## src/rtl/core/azs_pkg.sv

```systemverilog
// Shared types, codes and constants of the alarm zone supervisor.
package azs_pkg;

  localparam int ZONES_DEFAULT = 8;

  localparam int CODE_W    = 8;
  localparam int ZONE_W    = 3;
  localparam int COUNT_W   = 4;
  localparam int IN_DATA_W  = 8;
  localparam int OUT_DATA_W = 24;
  localparam int APB_ADDR_W = 4;
  localparam int APB_DATA_W = 32;

  // Register indexes on the configuration port
  localparam logic [1:0] REG_OK_LOW     = 2'd0;
  localparam logic [1:0] REG_OK_HIGH    = 2'd1;
  localparam logic [1:0] REG_ALARM_LOW  = 2'd2;
  localparam logic [1:0] REG_ALARM_HIGH = 2'd3;

  // Bounds for the volt windows 4.05..4.6 V (OK) and 3..4.0 V (alarm), 51.2 codes per volt
  localparam logic [CODE_W-1:0] OK_LOW_RST     = 8'd208;
  localparam logic [CODE_W-1:0] OK_HIGH_RST    = 8'd235;
  localparam logic [CODE_W-1:0] ALARM_LOW_RST  = 8'd154;
  localparam logic [CODE_W-1:0] ALARM_HIGH_RST = 8'd204;

  typedef enum logic [1:0] {
    ST_UNKNOWN  = 2'd0,
    ST_OK       = 2'd1,
    ST_ALARM    = 2'd2,
    ST_SABOTAGE = 2'd3
  } azs_status_e;

  typedef enum logic [2:0] {
    S_IDLE,
    S_CMP,
    S_WRITE,
    S_COUNT,
    S_DONE
  } azs_state_e;

  // Compare steps of the shared unit
  localparam logic [1:0] STEP_OK_LOW     = 2'd0;
  localparam logic [1:0] STEP_OK_HIGH    = 2'd1;
  localparam logic [1:0] STEP_ALARM_LOW  = 2'd2;
  localparam logic [1:0] STEP_ALARM_HIGH = 2'd3;

  typedef struct packed {
    logic [CODE_W-1:0] ok_low;
    logic [CODE_W-1:0] ok_high;
    logic [CODE_W-1:0] alarm_low;
    logic [CODE_W-1:0] alarm_high;
  } azs_bounds_t;

  typedef struct packed {
    logic        wr;
    azs_status_e wdata;
  } azs_store_ctl_t;

  typedef struct packed {
    logic [ZONE_W-1:0]  zone;
    azs_status_e        zone_status;
    logic [COUNT_W-1:0] ok_count;
    logic [COUNT_W-1:0] alarm_count;
    logic [COUNT_W-1:0] sabotage_count;
    logic               system_ok;
    logic               system_alarm;
    logic               system_sabotage;
  } azs_result_t;

endpackage

```

## src/rtl/core/alarm_zone_supervisor.sv

```systemverilog
// Alarm zone supervisor top level: register port, sequencer and result register.
//
// Each sample on the input stream belongs to the next zone in round-robin order
// (zone 0 after reset). It is sorted as OK, alarm or sabotage against the window
// bounds in the four registers, stored as that zone's status, and answered with one
// result carrying the zone, its new status, the zone tallies and the system flags.
// No new sample is taken until the current item has handed its result to the output
// register: one comparator checks the four bounds in turn, the status is written,
// and the tally walks the status store one zone a cycle. A finished result waits in
// that register, so the next sample is taken while it is still pending. Zones read
// as unknown after reset and count in no tally.
module alarm_zone_supervisor import azs_pkg::*; #(
  parameter int ZONES = ZONES_DEFAULT
) (
  input  logic                  clk_i,
  input  logic                  rst_ni,
  // configuration port
  input  logic                  psel_i,
  input  logic                  penable_i,
  input  logic                  pwrite_i,
  input  logic [APB_ADDR_W-1:0] paddr_i,
  input  logic [APB_DATA_W-1:0] pwdata_i,
  output logic [APB_DATA_W-1:0] prdata_o,
  output logic                  pready_o,
  // sample stream
  input  logic                  s_axis_tvalid_i,
  output logic                  s_axis_tready_o,
  input  logic [IN_DATA_W-1:0]  s_axis_tdata_i,   // [7:0] sample
  // result stream
  output logic                  m_axis_tvalid_o,
  input  logic                  m_axis_tready_i,
  output logic [OUT_DATA_W-1:0] m_axis_tdata_o    // [2:0] zone, [4:3] zone_status,
                                                  // [8:5] ok_count, [12:9] alarm_count,
                                                  // [16:13] sabotage_count, [17] system_ok,
                                                  // [18] system_alarm, [19] system_sabotage
);

  azs_bounds_t     bounds_q;
  logic            cfg_wr;
  logic            res_valid, res_ready;
  azs_result_t     res;
  logic            out_valid_q;
  logic [OUT_DATA_W-1:0] out_data_q;
  logic [CODE_W-1:0] rd_val;

  assign pready_o = 1'b1;
  assign cfg_wr   = psel_i & penable_i & pwrite_i;

  always_ff @(posedge clk_i or negedge rst_ni) begin
    if (!rst_ni) begin
      bounds_q.ok_low     <= OK_LOW_RST;
      bounds_q.ok_high    <= OK_HIGH_RST;
      bounds_q.alarm_low  <= ALARM_LOW_RST;
      bounds_q.alarm_high <= ALARM_HIGH_RST;
    end else if (cfg_wr) begin
      unique case (paddr_i[3:2])
        REG_OK_LOW:     bounds_q.ok_low     <= pwdata_i[CODE_W-1:0];
        REG_OK_HIGH:    bounds_q.ok_high    <= pwdata_i[CODE_W-1:0];
        REG_ALARM_LOW:  bounds_q.alarm_low  <= pwdata_i[CODE_W-1:0];
        REG_ALARM_HIGH: bounds_q.alarm_high <= pwdata_i[CODE_W-1:0];
        default:        ;
      endcase
    end
  end

  always_comb begin
    unique case (paddr_i[3:2])
      REG_OK_LOW:     rd_val = bounds_q.ok_low;
      REG_OK_HIGH:    rd_val = bounds_q.ok_high;
      REG_ALARM_LOW:  rd_val = bounds_q.alarm_low;
      REG_ALARM_HIGH: rd_val = bounds_q.alarm_high;
      default:        rd_val = '0;
    endcase
  end

  assign prdata_o = APB_DATA_W'(rd_val);

  azs_seq #(.ZONES(ZONES)) u_seq (
    .clk_i       (clk_i),
    .rst_ni      (rst_ni),
    .bounds_i    (bounds_q),
    .in_valid_i  (s_axis_tvalid_i),
    .in_ready_o  (s_axis_tready_o),
    .sample_i    (s_axis_tdata_i[CODE_W-1:0]),
    .res_valid_o (res_valid),
    .res_ready_i (res_ready),
    .res_o       (res)
  );

  // Hand over when the result register is empty or being drained
  assign res_ready = ~out_valid_q | m_axis_tready_i;

  always_ff @(posedge clk_i or negedge rst_ni) begin
    if (!rst_ni) begin
      out_valid_q <= 1'b0;
    end else if (res_valid && res_ready) begin
      out_valid_q <= 1'b1;
    end else if (m_axis_tready_i) begin
      out_valid_q <= 1'b0;
    end
  end

  always_ff @(posedge clk_i) begin
    if (res_valid && res_ready) begin
      out_data_q <= {4'b0000, res.system_sabotage, res.system_alarm, res.system_ok,
                     res.sabotage_count, res.alarm_count, res.ok_count,
                     res.zone_status, res.zone};
    end
  end

  assign m_axis_tvalid_o = out_valid_q;
  assign m_axis_tdata_o  = out_data_q;

endmodule

```

## src/rtl/core/azs_cmp_unit.sv

```systemverilog
// Shared 8-bit magnitude comparator used for every window bound check.
module azs_cmp_unit import azs_pkg::*; (
  input  logic [CODE_W-1:0] a_i,
  input  logic [CODE_W-1:0] b_i,
  output logic              ge_o
);

  logic [CODE_W:0] diff;

  // Borrow out of a - b tells a < b
  assign diff = {1'b0, a_i} - {1'b0, b_i};
  assign ge_o = ~diff[CODE_W];

endmodule

```

## src/rtl/core/azs_zone_store.sv

```systemverilog
// Per-zone status store with its round-robin write pointer.
module azs_zone_store import azs_pkg::*; #(
  parameter int ZONES = ZONES_DEFAULT,
  localparam int PTR_W = (ZONES > 1) ? $clog2(ZONES) : 1
) (
  input  logic           clk_i,
  input  logic           rst_ni,
  input  azs_store_ctl_t ctl_i,
  input  logic [PTR_W-1:0] rd_idx_i,
  output azs_status_e    rd_data_o,
  output logic [PTR_W-1:0] ptr_o
);

  azs_status_e      status_q [ZONES];
  logic [PTR_W-1:0] ptr_q, ptr_d;

  always_comb begin
    if (ptr_q == PTR_W'(ZONES - 1)) begin
      ptr_d = '0;
    end else begin
      ptr_d = ptr_q + 1'b1;
    end
  end

  always_ff @(posedge clk_i or negedge rst_ni) begin
    if (!rst_ni) begin
      ptr_q <= '0;
      for (int i = 0; i < ZONES; i++) begin
        status_q[i] <= ST_UNKNOWN;
      end
    end else if (ctl_i.wr) begin
      status_q[ptr_q] <= ctl_i.wdata;
      ptr_q           <= ptr_d;
    end
  end

  assign rd_data_o = status_q[rd_idx_i];
  assign ptr_o     = ptr_q;

endmodule

```

## src/rtl/core/azs_seq.sv

```systemverilog
// Sequencer: steps the shared comparator over the bounds, then walks the zone store.
module azs_seq import azs_pkg::*; #(
  parameter int ZONES = ZONES_DEFAULT,
  localparam int PTR_W = (ZONES > 1) ? $clog2(ZONES) : 1,
  localparam int CNT_W = $clog2(ZONES + 1)
) (
  input  logic              clk_i,
  input  logic              rst_ni,
  input  azs_bounds_t       bounds_i,
  input  logic              in_valid_i,
  output logic              in_ready_o,
  input  logic [CODE_W-1:0] sample_i,
  output logic              res_valid_o,
  input  logic              res_ready_i,
  output azs_result_t       res_o
);

  localparam int SAT_W  = (CNT_W > COUNT_W) ? CNT_W : COUNT_W;
  localparam int ZEXT_W = PTR_W + ZONE_W;

  azs_state_e        state_q, state_d;
  logic [1:0]        step_q, step_d;
  logic [3:0]        hit_q, hit_d;
  logic [CODE_W-1:0] sample_q, sample_d;
  azs_status_e       status_q, status_d;
  logic [PTR_W-1:0]  zone_q, zone_d;
  logic [PTR_W-1:0]  idx_q, idx_d;
  logic [CNT_W-1:0]  ok_cnt_q, ok_cnt_d;
  logic [CNT_W-1:0]  al_cnt_q, al_cnt_d;
  logic [CNT_W-1:0]  sa_cnt_q, sa_cnt_d;
  logic              al_latch_q, al_latch_d;
  logic              sa_latch_q, sa_latch_d;

  logic [CODE_W-1:0] cmp_a, cmp_b;
  logic              cmp_ge;
  azs_store_ctl_t    store_ctl;
  azs_status_e       rd_status;
  logic [PTR_W-1:0]  ptr;
  logic              all_ok;
  logic              al_next, sa_next;
  logic [ZEXT_W-1:0] zone_ext;

  azs_cmp_unit u_cmp (
    .a_i  (cmp_a),
    .b_i  (cmp_b),
    .ge_o (cmp_ge)
  );

  azs_zone_store #(.ZONES(ZONES)) u_store (
    .clk_i     (clk_i),
    .rst_ni    (rst_ni),
    .ctl_i     (store_ctl),
    .rd_idx_i  (idx_q),
    .rd_data_o (rd_status),
    .ptr_o     (ptr)
  );

  // Operand select for the shared comparator
  always_comb begin
    unique case (step_q)
      STEP_OK_LOW: begin
        cmp_a = sample_q;
        cmp_b = bounds_i.ok_low;
      end
      STEP_OK_HIGH: begin
        cmp_a = bounds_i.ok_high;
        cmp_b = sample_q;
      end
      STEP_ALARM_LOW: begin
        cmp_a = sample_q;
        cmp_b = bounds_i.alarm_low;
      end
      default: begin
        cmp_a = bounds_i.alarm_high;
        cmp_b = sample_q;
      end
    endcase
  end

  assign all_ok = (ok_cnt_q == CNT_W'(ZONES));

  // Clear sticky flags when all zones are OK, set them while any zone still reports
  assign al_next = (al_latch_q & ~all_ok) | (al_cnt_q != '0);
  assign sa_next = (sa_latch_q & ~all_ok) | (sa_cnt_q != '0);

  always_comb begin
    state_d    = state_q;
    step_d     = step_q;
    hit_d      = hit_q;
    sample_d   = sample_q;
    status_d   = status_q;
    zone_d     = zone_q;
    idx_d      = idx_q;
    ok_cnt_d   = ok_cnt_q;
    al_cnt_d   = al_cnt_q;
    sa_cnt_d   = sa_cnt_q;
    al_latch_d = al_latch_q;
    sa_latch_d = sa_latch_q;
    store_ctl  = '{wr: 1'b0, wdata: status_q};
    in_ready_o  = 1'b0;
    res_valid_o = 1'b0;

    unique case (state_q)
      S_IDLE: begin
        in_ready_o = 1'b1;
        if (in_valid_i) begin
          sample_d = sample_i;
          step_d   = STEP_OK_LOW;
          state_d  = S_CMP;
        end
      end
      S_CMP: begin
        hit_d[step_q] = cmp_ge;
        step_d        = step_q + 1'b1;
        if (step_q == STEP_ALARM_HIGH) begin
          state_d = S_WRITE;
        end
      end
      S_WRITE: begin
        // OK window wins over an overlapping alarm window
        priority if (hit_q[STEP_OK_LOW] && hit_q[STEP_OK_HIGH]) begin
          status_d = ST_OK;
        end else if (hit_q[STEP_ALARM_LOW] && hit_q[STEP_ALARM_HIGH]) begin
          status_d = ST_ALARM;
        end else begin
          status_d = ST_SABOTAGE;
        end
        store_ctl = '{wr: 1'b1, wdata: status_d};
        zone_d    = ptr;
        idx_d     = '0;
        ok_cnt_d  = '0;
        al_cnt_d  = '0;
        sa_cnt_d  = '0;
        state_d   = S_COUNT;
      end
      S_COUNT: begin
        unique case (rd_status)
          ST_OK:       ok_cnt_d = ok_cnt_q + 1'b1;
          ST_ALARM:    al_cnt_d = al_cnt_q + 1'b1;
          ST_SABOTAGE: sa_cnt_d = sa_cnt_q + 1'b1;
          default:     ;
        endcase
        if (idx_q == PTR_W'(ZONES - 1)) begin
          state_d = S_DONE;
        end else begin
          idx_d = idx_q + 1'b1;
        end
      end
      S_DONE: begin
        res_valid_o = 1'b1;
        if (res_ready_i) begin
          al_latch_d = al_next;
          sa_latch_d = sa_next;
          state_d    = S_IDLE;
        end
      end
      default: state_d = S_IDLE;
    endcase
  end

  always_ff @(posedge clk_i or negedge rst_ni) begin
    if (!rst_ni) begin
      state_q    <= S_IDLE;
      step_q     <= STEP_OK_LOW;
      idx_q      <= '0;
      al_latch_q <= 1'b0;
      sa_latch_q <= 1'b0;
      ok_cnt_q   <= '0;
      al_cnt_q   <= '0;
      sa_cnt_q   <= '0;
    end else begin
      state_q    <= state_d;
      step_q     <= step_d;
      idx_q      <= idx_d;
      al_latch_q <= al_latch_d;
      sa_latch_q <= sa_latch_d;
      ok_cnt_q   <= ok_cnt_d;
      al_cnt_q   <= al_cnt_d;
      sa_cnt_q   <= sa_cnt_d;
    end
  end

  always_ff @(posedge clk_i) begin
    hit_q    <= hit_d;
    sample_q <= sample_d;
    status_q <= status_d;
    zone_q   <= zone_d;
  end

  assign zone_ext = ZEXT_W'(zone_q);

  always_comb begin
    res_o.zone            = zone_ext[ZONE_W-1:0];
    res_o.zone_status     = status_q;
    res_o.ok_count        = (SAT_W'(ok_cnt_q) > SAT_W'(15)) ? 4'd15 : COUNT_W'(ok_cnt_q);
    res_o.alarm_count     = (SAT_W'(al_cnt_q) > SAT_W'(15)) ? 4'd15 : COUNT_W'(al_cnt_q);
    res_o.sabotage_count  = (SAT_W'(sa_cnt_q) > SAT_W'(15)) ? 4'd15 : COUNT_W'(sa_cnt_q);
    res_o.system_ok       = all_ok;
    res_o.system_alarm    = al_next;
    res_o.system_sabotage = sa_next;
  end

endmodule

```

## config.mk

```make
export PLATFORM = sky130hd
export DESIGN_NAME = alarm_zone_supervisor
export DESIGN_NICKNAME = d
export VERILOG_FILES = /design/src/rtl/core/azs_pkg.sv /design/src/rtl/core/alarm_zone_supervisor.sv /design/src/rtl/core/azs_cmp_unit.sv /design/src/rtl/core/azs_zone_store.sv /design/src/rtl/core/azs_seq.sv
export SDC_FILE = /design/constraint.sdc
export NUM_CORES = 1
export LEC_CHECK = 0
export ABC_AREA = 1
export BUFFER_PORTS_ARGS = -buffer_cell sky130_fd_sc_hd__buf_4
export CAP_MARGIN = 20
export CORE_ASPECT_RATIO = 1.75
export CORE_MARGIN = 2
export CORE_UTILIZATION = 40
export DETAILED_ROUTE_END_ITERATION = 10
export HOLD_SLACK_MARGIN = 0.06
export PLACE_DENSITY = 0.67
export SETUP_SLACK_MARGIN = 0.4
export SYNTH_ARGS = -nofsm -noshare
export SYNTH_HDL_FRONTEND = slang
export SYNTH_SLANG_ARGS = --single-unit
```

## constraint.sdc

```tcl
create_clock -name clk_i -period 6.1 [get_ports clk_i]
set_input_delay 1.22 -clock clk_i [delete_from_list [all_inputs] [get_ports clk_i]]
set_output_delay 1.22 -clock clk_i [all_outputs]
set_load 0.01 [all_outputs]
```

* Word level (Yosys, flattened, before mapping)
Cells that the tools add are included.
W data, S select, Z words.
** Cells by class
- Add/sub/neg operators :: 7
- Order comparisons :: 8
- Equality and inequality tests :: 24
- Muxes and demuxes :: 35
- Bitwise operators :: 12
- Reductions and logical operators :: 26
** Operators with widths (count)
- $pmux W8 S2 :: 2
- $pmux W8 S4 :: 1
- $pmux W4 S2 :: 3
- $reduce_and A2 Y1 :: 11
- $mux W3 :: 7
- $bwmux W16 :: 1
- $pmux W3 S5 :: 1
- $add A4 B1 Y4 const B :: 3
- $eq A2 B2 Y1 const B :: 6
- $gt A4 B4 Y1 const B :: 3
- $mux W4 :: 3
- $ne A2 B2 Y1 const B :: 6
- $mux W2 :: 5
- $eq A3 B3 Y1 const B :: 3
- $sub A8 B8 Y9 :: 1
- $ge A4 B4 Y1 const B :: 2
- $not A3 Y4 :: 2
- $reduce_bool A4 Y1 :: 2
- $add A3 B1 Y3 const B :: 2
- $bmux W2 S3 :: 1
- $demux W2 S3 :: 1
- $eq A2 B1 Y1 const B :: 3
- $eq A3 B2 Y1 const B :: 2
- $mux W1 :: 6
- 20 further kinds :: 35
** Word-level totals
- Register bits :: 111
- Input bits :: 51
- Output and inout port bits :: 59
- Word-level logic and storage cells :: 142

* Logic depth before layout (Yosys ltp)
Gate-level depths: netlist of run 1.
- Depth after elaboration :: 7
- Gate-level depth with buffers :: 15
- Gate-level depth less buffers :: 14

* Hierarchy
A second synthesis of run 1 with hierarchy kept.
** Second synthesis, totals
- Cell total of the unflattened synthesis :: 685
- Area total of the unflattened synthesis :: 5833.1 sq um
** By module, submodules not included
- alarm_zone_supervisor :: times used 1, cells each 251, area an instance 2464.9 sq um, seq. area each 1447.6 sq um
- azs_seq :: times used 1, cells each 269, area an instance 2190.9 sq um, seq. area each 1061.0 sq um
- azs_zone_store :: times used 1, cells each 133, area an instance 988.4 sq um, seq. area each 475.5 sq um
- azs_cmp_unit :: times used 1, cells each 32, area an instance 188.9 sq um, seq. area each 0.0 sq um

* Worst setup path after synthesis of run 1
No wires, ideal clock.
- Path kind :: input -> output
- Start :: input paddr_i[2]
- End :: output prdata_o[4]
- Data arrival time :: 1921 ps
- Required time :: 4880 ps
- Slack :: 2959 ps
- Stages on the path :: 4
- Buffers on the path :: 1
- Cells stage by stage :: nor2_1 > clkbuf_1 > a221oi_1 > a22oi_1
** Between the ends
- Longest elaborated chain between the ends :: 2
- Elaborated cells on any way between the ends :: 5
- Those cells by class :: eq/ne: 3; mux: 1; reduce/logical: 1
** RTL lines
- start, declared :: line alarm_zone_supervisor.sv:21 : input logic [APB_ADDR_W-1:0] paddr_i,
- $eq A2 B2 Y1, or another cell as far along :: line alarm_zone_supervisor.sv:67 : unique case (paddr_i[3:2])
- $pmux W8 S4 (*) :: line alarm_zone_supervisor.sv:67
- end, declared :: line alarm_zone_supervisor.sv:23 : output logic [APB_DATA_W-1:0] prdata_o,
Every way passes the cells marked *; elsewhere a longest branch is shown, timed or not.

* Final worst setup path of run 1
Same ends and word-level chain as after synthesis.

==> impl_metrics.ini, run 1 <==
[sta]
grt_setup_unrepaired = false
period_share = 0.587
fin_tns_setup_ps = 0
slew-limit-headroom = 0.377
fmax_mhz = 280
tightest_slew_ps = 935
fin_crit_ps = 3580
hold_viol_final = 0
slew_viol_final = 0
setup_viol_count_final = 0
fin_skew_ps = 6.20
worst_slack_ps = 2520

[clock_tree]
clk_latency_ps = 350
clockBufferDepth = 2
cts.sinks = 111
ctsHoldBuffers = 0
cts_resized = 0
post_cts_buffers = 0
cts_tree = done
numCtsBuffers = 9
clock-root-buffer = clkbuf_16
htreeDepth = 3
clk_pin_slew_ps = 70

[die]
start_util = 0.406
die_h_um = 160
pin_count = 110
dieArea_um2 = 15000
die_x_um = 93.4
rows = 57
coreArea_um2 = 13800

[global_route]
grt_first_pass_wirelength_um = 18600
grt_antenna_before_repair = 0
grt-ovfl-total = 0
grt_usage = 0.156
grt_pass1_vias = 4028
grt_use_met3 = 0.0291
top_usage_layer = met2
grt_max_degree = 75
use_met1 = 0.169
use_met2 = 0.282

[run]
maxCapViolations = 0

[synthesis]
ys.flop_type = dfrtp_1
synth_seq_cells = 111
syn-instance-count = 607
ys_seq_area_frac = 0.534
syn-cell-area_um2 = 5590
synth_edf_count = 37
synthArstFlopShare = 0.667
syn_avg_cell_area_um2 = 9.21
ys_types = 41
yosys_warnings = 0

[routing]
viasPerCell = 4.86
firstDrtPassIters = 5
drt_iter0_drc = 235
routed_wl_um = 11100
drt.antenna.violating_nets = 0
vias = 4088
post_drt_wl_per_cell_um = 13.2
route.detailed.drc = 0

[placement]
dp.final_hpwl_um = 8480
numPortBuffers = 54
placed_area_um2 = 6050
gp_congestion = 0.892
post-place-ws_ps = 2520

[power_and_ir_drop]
power_density_nw_per_um2 = 434
leakagePower_nw = 2.97
peakVddDrop_v = 0.000178

[finish]
fin_area_um2 = 6370
drive_gt1_frac = 0.164
nNetsFinal = 732
final_cell_mix = nand2_1 (160), inv_1 (62), dfrtp_1 (57)
final_common_cell = nand2_1
area_growth_pct = 13.8
diodes = 0

[critical_path]
critPathTopFamily = simple AND/OR/NAND/NOR gates
cp_max_fo = 11
crit_arrival_ps = 2360
regToRegSetupSlack_ps = 3360
critPathSlowestCell = nor2_1
max_stage_delay_ps = 560
critPathKind = input port to output pin
worstPathCellList = buf_4 -> nor2_1 -> a221oi_1 -> a22oi_1 -> buf_4
cp.required_ps = 4880
path_common_cell = buf_4
start_kind = input port
cp_num_buf_inv = 2
cp-end-kind = output pin

[min_path]
hold_class = flip-flop to flip-flop

[outcome]
outcome = finished clean
kinds of logic after synthesis:
| family | share of synthesized area |
|---|---|
| simple gates | 0.194 |
| mux | 0.00246 |
| other cells | 0.00134 |
| fa+ha+maj | 0.0470 |
| compound gates | 0.115 |
| xor+xnor | 0.00940 |
| buf+inv | 0.0978 |
| flops | 0.534 |
worst register-to-register path, delay by kind of cell, from the launching register on:
kind            cells  cell delay (ps)
simple gates        3              450
compound gates      4              660
buf+inv             2              210
flops               1              410
fa+ha+maj           2              740
synth_stat cells (2+ instances only):
cell	n	area, um2
o21ai_1	19	95.1
edfxtp_1	37	1110
a221oi_1	7	61.3
xor2_1	3	26.3
dfrtp_1	57	1430
nand2_1	160	601
o21ai_0	45	225
nor3_1	3	15.0
buf_2	4	20.0
inv_1	62	233
buf_4	30	225
a22oi_1	4	30.0
nand2_2	6	37.5
nor2_8	3	60.1
conb_1	2	7.51
clkbuf_1	5	18.8
nor2_1	41	154
xnor2_1	3	26.3
o211ai_1	2	15.0
nand3_1	24	120
dfstp_2	17	447
buf_6	2	22.5
a22o_1	6	52.6
nor2_4	3	33.8
inv_2	4	15.0
o2111ai_1	5	43.8
ha_1	21	263
a21oi_1	19	95.1
path summary, 6_finish.rpt:
kind	startpoint	end	cells past startpoint
max in group asynchronous	rst_ni	u_seq.al_latch_q	1
hold / removal	u_seq.zone_q[2]	m_axis_tdata_o[2]	0
setup reg to reg	u_seq.step_q[0]	u_seq.hit_q[1]	11
hold reg to reg	u_seq.zone_q[2]	m_axis_tdata_o[2]	0
min in group asynchronous	rst_ni	bounds_q[29]	1
setup / recovery	paddr_i[2]	prdata_o[4]	5
layout make-up:
type	instances	area [um2]
Fill cell	1313	7400
Inverter	68	260
Multi-Input combinational cell	414	2160
Sequential cell	111	2980
Timing Repair Buffer	56	420
Tap cell	177	221
Clock inverter	1	6.26
Clock buffer	15	312
power breakdown:
group | internal (mW) | switching [mW]
clock | 0.353 | 0.252
combinational | 0.369 | 0.647
sequential | 1.00 | 0.141
total | 1.72 | 1.04
per-layer routing:
metal / share of wire / up-vias
met5: 0 / -
met4: 0.041 / 0
met3: 0.036 / 31
met2: 0.55 / 110
met1: 0.37 / 1907
li1: - / 2040
per-stage QoR:
stage                     utilization  hold slack, ps  total power, mW  instances
after floorplan                     -             400             1.89        634
after global placement          0.440             409             2.13        826
after detailed placement        0.440             405             2.17        826
after CTS                       0.463             422             2.78        842
after global routing            0.463             428             2.98        842
final                           0.463             421             2.76        842
state kept, by name, indices dropped and copies added, names as in the netlist, 3 cells and up:
signal / cells
u_seq.sample_q: 8
bounds_q: 32
u_seq.sa_cnt_q: 4
u_seq.al_cnt_q: 4
u_seq.hit_q: 4
u_seq.idx_q: 3
u_seq.state_q: 3
u_seq.u_store.ptr_o: 3
u_seq.ok_cnt_q: 4
u_seq.zone_q: 3
m_axis_tdata_o: 20
u_seq.u_store.status_q: 16
Power figures use the tool's default switching activity.
==> inputs of run 2 (changes only) <==
==> constraint.sdc (replaced) <==
create_clock -name clk_i -period 3.6 [get_ports clk_i]
set_input_delay 0.72 -clock clk_i [delete_from_list [all_inputs] [get_ports clk_i]]
set_output_delay 0.72 -clock clk_i [all_outputs]
set_load 0.01 [all_outputs]
==> impl_metrics.ini, run 2 (synthesized netlist as in run 1, its figures left out) <==
[finish]
final_cell_mix = nand2_1 (160), inv_1 (62), dfrtp_1 (57), buf_4 (57), o21ai_0 (45)
largest_reg_flops = 32
final_common_cell = nand2_1
diodes = 0
drive_gt1_frac = 0.165
final_cells = 843
area_growth_pct = 13.9
nNetsFinal = 733
final_util = 0.463
largest_register = bounds_q

[min_path]
hold_end = m_axis_tdata_o[0]
hold_class = flip-flop to flip-flop
min_from = u_seq.zone_q[0]
min_path_cells = 0

[clock_tree]
clock-root-buffer = clkbuf_16
ctsHoldBuffers = 0
clk_latency_ps = 350
htreeDepth = 3
post_cts_buffers = 0
cts_resized = 0
cts.sinks = 111
clk_pin_slew_ps = 70
numCtsBuffers = 9
clockBufferDepth = 2
cts_tree = done

[run]
maxCapViolations = 0

[sta]
setup_viol_count_final = 0
slew-limit-headroom = 0.376
fin_tns_setup_ps = 0
fmax_mhz = 370
fin_crit_ps = 2700
slew_viol_final = 0
hold_viol_final = 0
period_share = 0.750
fin_skew_ps = 10.0
tightest_slew_ps = 936
grt_setup_unrepaired = false

[die]
pin_count = 110
start_util = 0.406
die_h_um = 160
rows = 57
die_x_um = 93.4
dieArea_um2 = 15000
coreArea_um2 = 13800

[critical_path]
critPathTopFamily = adder cells
crit_start = u_seq.step_q[0]
cp_max_fo = 9
max_stage_delay_ps = 420
start_kind = flip-flop
cp-end-kind = flip-flop
cp_num_buf_inv = 2
crit_arrival_ps = 2780
regToRegSetupSlack_ps = 900
critPathSlowestCell = dfrtp_1
rr_endpoint = u_seq.hit_q[2]
r2r_cells = 11
cp.required_ps = 3680
critPathKind = flip-flop to flip-flop
worstPathCellList = inv_1 -> ha_1 -> nor2_8 -> inv_2 -> a221oi_1 -> a21oi_1 -> ha_1 -> a21oi_1 -> nor2_1 -> a211oi_1 -> nand2_1
crit-reg2reg-launch = u_seq.step_q[0]

[global_route]
grt_antenna_before_repair = 0
grt_max_degree = 75
grt_first_pass_wirelength_um = 19400
grt_pass1_vias = 4160
grt_usage = 0.162
grt-ovfl-total = 0

[power_and_ir_drop]
p_int_mw = 2.93
p_switching_mw = 1.77
p_clk_frac = 0.218
seqPwrFrac = 0.414
peakVddDrop_v = 0.000316
pwr-share-comb = 0.368
leakagePower_nw = 2.97
power_density_nw_per_um2 = 738
p_total_mw = 4.70
switching_share = 0.376

[placement]
place_inst = 827
dp.final_hpwl_um = 8650
gp_congestion = 0.890
numPortBuffers = 54

[routing]
drt.antenna.violating_nets = 0
vias = 4153
post_drt_wl_per_cell_um = 13.6
drt_iter0_drc = 208
firstDrtPassIters = 5
routed_wl_um = 11400
viasPerCell = 4.93
route.detailed.drc = 0

[outcome]
outcome = finished clean
run 2: power by group through the flow:
stage	Combinational, mW	Clock, mW	Sequential (mW)
after floorplan	1.31	0	1.89
after global placement	1.66	0	1.94
after detailed placement	1.73	0	1.96
after CTS	1.75	1.05	1.94
after global routing	1.99	1.09	1.99
final	1.73	1.03	1.94
run 2: area by class of cell:
class                           instances  area [um2]
Clock buffer                           14         275
Clock inverter                          2        36.3
Fill cell                            1314        7400
Tap cell                              177         221
Multi-Input combinational cell        414        2160
Timing Repair Buffer                   57         428
Sequential cell                       111        2980
Inverter                               68         260
run 2: metal layers:
| metal | wire, um | track usage | vias to the layer above |
|---|---|---|---|
| li1 | - | - | 2043 |
| met2 | 6360 | 0.297 | 103 |
| met1 | 4300 | 0.178 | 1974 |
| met5 | 0 | 0 | - |
| met4 | 381 | 0.0762 | 0 |
| met3 | 397 | 0.0263 | 33 |
run 2: metrics by stage:
stage               area (um2)  hold WS [ps]  setup WS (ps)
floorplan                 5690           400           1290
global placement          6060           409           1010
detailed placement        6060           408            946
CTS                       6370           424            905
global route              6370           424            645
finish                    6370           422            899
run 2: how the worst max path moves through the flow:
stage	end	depth (start not counted)	slack [ps]
after floorplan	u_seq.hit_q[0]	12	1290
after global placement	prdata_o[6]	5	1010
after detailed placement	u_seq.hit_q[3]	11	950
after CTS	u_seq.hit_q[2]	11	900
after global routing	u_seq.hit_q[0]	11	650
final	u_seq.hit_q[2]	11	900
==> inputs of run 3 (changes only) <==
--- a/config.mk
+++ b/config.mk
@@ -5,7 +5,7 @@
 export SDC_FILE = /design/constraint.sdc
 export NUM_CORES = 1
 export LEC_CHECK = 0
-export ABC_AREA = 1
+export ABC_AREA = 0
 export BUFFER_PORTS_ARGS = -buffer_cell sky130_fd_sc_hd__buf_4
 export CAP_MARGIN = 20
 export CORE_ASPECT_RATIO = 1.75
==> constraint.sdc (replaced) <==
create_clock -name clk_i -period 2.6 [get_ports clk_i]
set_input_delay 0.52 -clock clk_i [delete_from_list [all_inputs] [get_ports clk_i]]
set_output_delay 0.52 -clock clk_i [all_outputs]
set_load 0.01 [all_outputs]
==> impl_metrics.ini, run 3 <==
[synthesis]
synth_edf_count = 37
ys.flop_type = dfrtp_1
syn-instance-count = 436
synth_seq_cells = 111
synth_area_leaders = dfrtp_1 (26%), edfxtp_1 (20%), mux2_2 (11%), dfstp_2 (8.1%), mux4_2 (4.9%)
syn_avg_cell_area_um2 = 12.6
yosys_warnings = 0
synthArstFlopShare = 0.667
ys_seq_area_frac = 0.543
ys_types = 42
synth.most_common_cell = dfrtp_1
synth_top_area_cell = dfrtp_1
syn-cell-area_um2 = 5490
synth_top_area_frac = 0.260
synth_common_cells = dfrtp_1 (57), mux2_2 (55), edfxtp_1 (37), nand2_1 (33), buf_4 (29)

[sta]
period_share = 0.906
fin_skew_ps = 7.89
slew-limit-headroom = 0.369
slew_viol_final = 0
fin_tns_setup_ps = 0
hold_viol_final = 0
fin_crit_ps = 2360
tightest_slew_ps = 947
setup_viol_count_final = 0
grt_setup_unrepaired = true
fmax_mhz = 424
worst_slack_ps = 243

[clock_tree]
numCtsBuffers = 9
htreeDepth = 3
cts.sinks = 111
clock-root-buffer = clkbuf_16
clockBufferDepth = 2
clk_pin_slew_ps = 70
clk_latency_ps = 350
cts_tree = done

[critical_path]
worstPathCellList = inv_2 -> ha_4 -> or2_4 -> a22oi_2 -> o21ai_1 -> ha_1 -> a21o_1 -> a21o_1 -> a21oi_2 -> o31ai_4
critPathSlowestCell = dfrtp_1
cp-end-kind = flip-flop
start_kind = flip-flop
critPathTopFamily = compound AO/OA/AOI/OAI gates
crit_start = u_seq.step_q[0]
max_stage_delay_ps = 380
crit-reg2reg-launch = u_seq.step_q[0]
path_common_cell = a21o_1
critPathKind = flip-flop to flip-flop
cp.required_ps = 2690
cp_num_buf_inv = 1
crit_arrival_ps = 2440
cp_max_fo = 5

[finish]
final_util = 0.486
multi_input_area_um2 = 2350
final_common_cell = buf_4
diodes = 0
largest_register = bounds_q
nNetsFinal = 576
seqCellArea_um2 = 2990
largest_reg_flops = 32
area_growth_pct = 18.3
final_cell_mix = buf_4 (77), mux2_2 (55), dfrtp_1 (55)
fillCellCount = 1197
drive_gt1_frac = 0.387
fin_area_um2 = 6500

[global_route]
grt-ovfl-total = 0
grt_usage = 0.153
grt_first_pass_wirelength_um = 17700
grt_max_degree = 75
grt_pass1_vias = 3592
grt_antenna_before_repair = 0

[routing]
drt.antenna.violating_nets = 0
drt_iter0_drc = 173
viasPerCell = 5.19
routed_wl_um = 10800
vias = 3544
firstDrtPassIters = 6
route.detailed.drc = 0
post_drt_wl_per_cell_um = 15.8

[placement]
gp_congestion = 0.801
placed_area_um2 = 6090
post-place-ws_ps = 193
dp.final_hpwl_um = 7890
numPortBuffers = 54

[die]
pin_count = 110
die_h_um = 159
die_x_um = 92.6
start_util = 0.411
dieArea_um2 = 14700
rows = 56
coreArea_um2 = 13400

[power_and_ir_drop]
leakagePower_nw = 2.81
power_density_nw_per_um2 = 1070
peakVddDrop_v = 0.000560
p_total_mw = 6.94

[min_path]
hold_class = input port to async pin

[outcome]
outcome = finished clean

[run]
maxCapViolations = 0
[run 3: final timing paths]
| kind | to | slack [ps] | cells past startpoint |
|---|---|---|---|
| max reg2reg | u_seq.hit_q[1] | 240 | 10 |
| min reg2reg | m_axis_tdata_o[1] | 420 | 0 |
| max in group asynchronous | u_seq.idx_q[0] | 1620 | 1 |
| min | bounds_q[27] | 300 | 1 |
| min in group clk_i | u_seq.sample_q[3] | 350 | 1 |
| max | u_seq.hit_q[1] | 240 | 10 |
[run 3: layout make-up]
| cell class | count | area share |
|---|---|---|
| multi-input cells | 291 | 0.361 |
| well taps | 174 | 0.0335 |
| clock inverters | 4 | 0.00789 |
| flip-flops and latches | 111 | 0.459 |
| clock buffers | 12 | 0.0412 |
| inverters | 14 | 0.00808 |
| repair buffers | 77 | 0.0889 |
[run 3: routing by layer]
layer | GRT usage | vias to the layer above | share of wire
met5 | 0 | - | 0
met4 | 0.0597 | 0 | 0.021
met3 | 0.0298 | 16 | 0.034
met2 | 0.288 | 96 | 0.58
met1 | 0.162 | 1757 | 0.37
li1 | - | 1675 | -
[run 3: stage by stage]
stage / std cells / hold slack, ps
after floorplan: 463 / 224
after global placement: 658 / 406
after detailed placement: 658 / 405
after CTS: 683 / 334
after global routing: 683 / 333
final: 683 / 296
[run 3: what timing repair did]
action | CTS | global route
gates resized for setup | 2 | 6
hold buffers | 0 | 0
gates cloned | 1 | 0
setup buffers | 8 | 0
pin swaps | 7 | 6
setup endpoints to repair | 8 | 19
[run 3: logic make-up (layout without fill, tap and decap cells)]
family	count (synthesis)	count (layout)	synth area share
muxes	69	69	0.168
buffers and inverters	62	107	0.0629
and+or+nand+nor	101	102	0.0904
other	2	29	0.00137
AOI/OAI and AO/OA	70	70	0.0865
DFF	111	111	0.543
adders and majority gates	21	21	0.0478
[run 3: power breakdown]
group          leakage [nW]  internal [mW]  switching, mW  total (mW)
clock                 0.154          0.833          0.613        1.45
combinational          1.42           1.35           1.36        2.71
sequential             1.23           2.36          0.416        2.78
total                  2.81           4.55           2.39        6.94
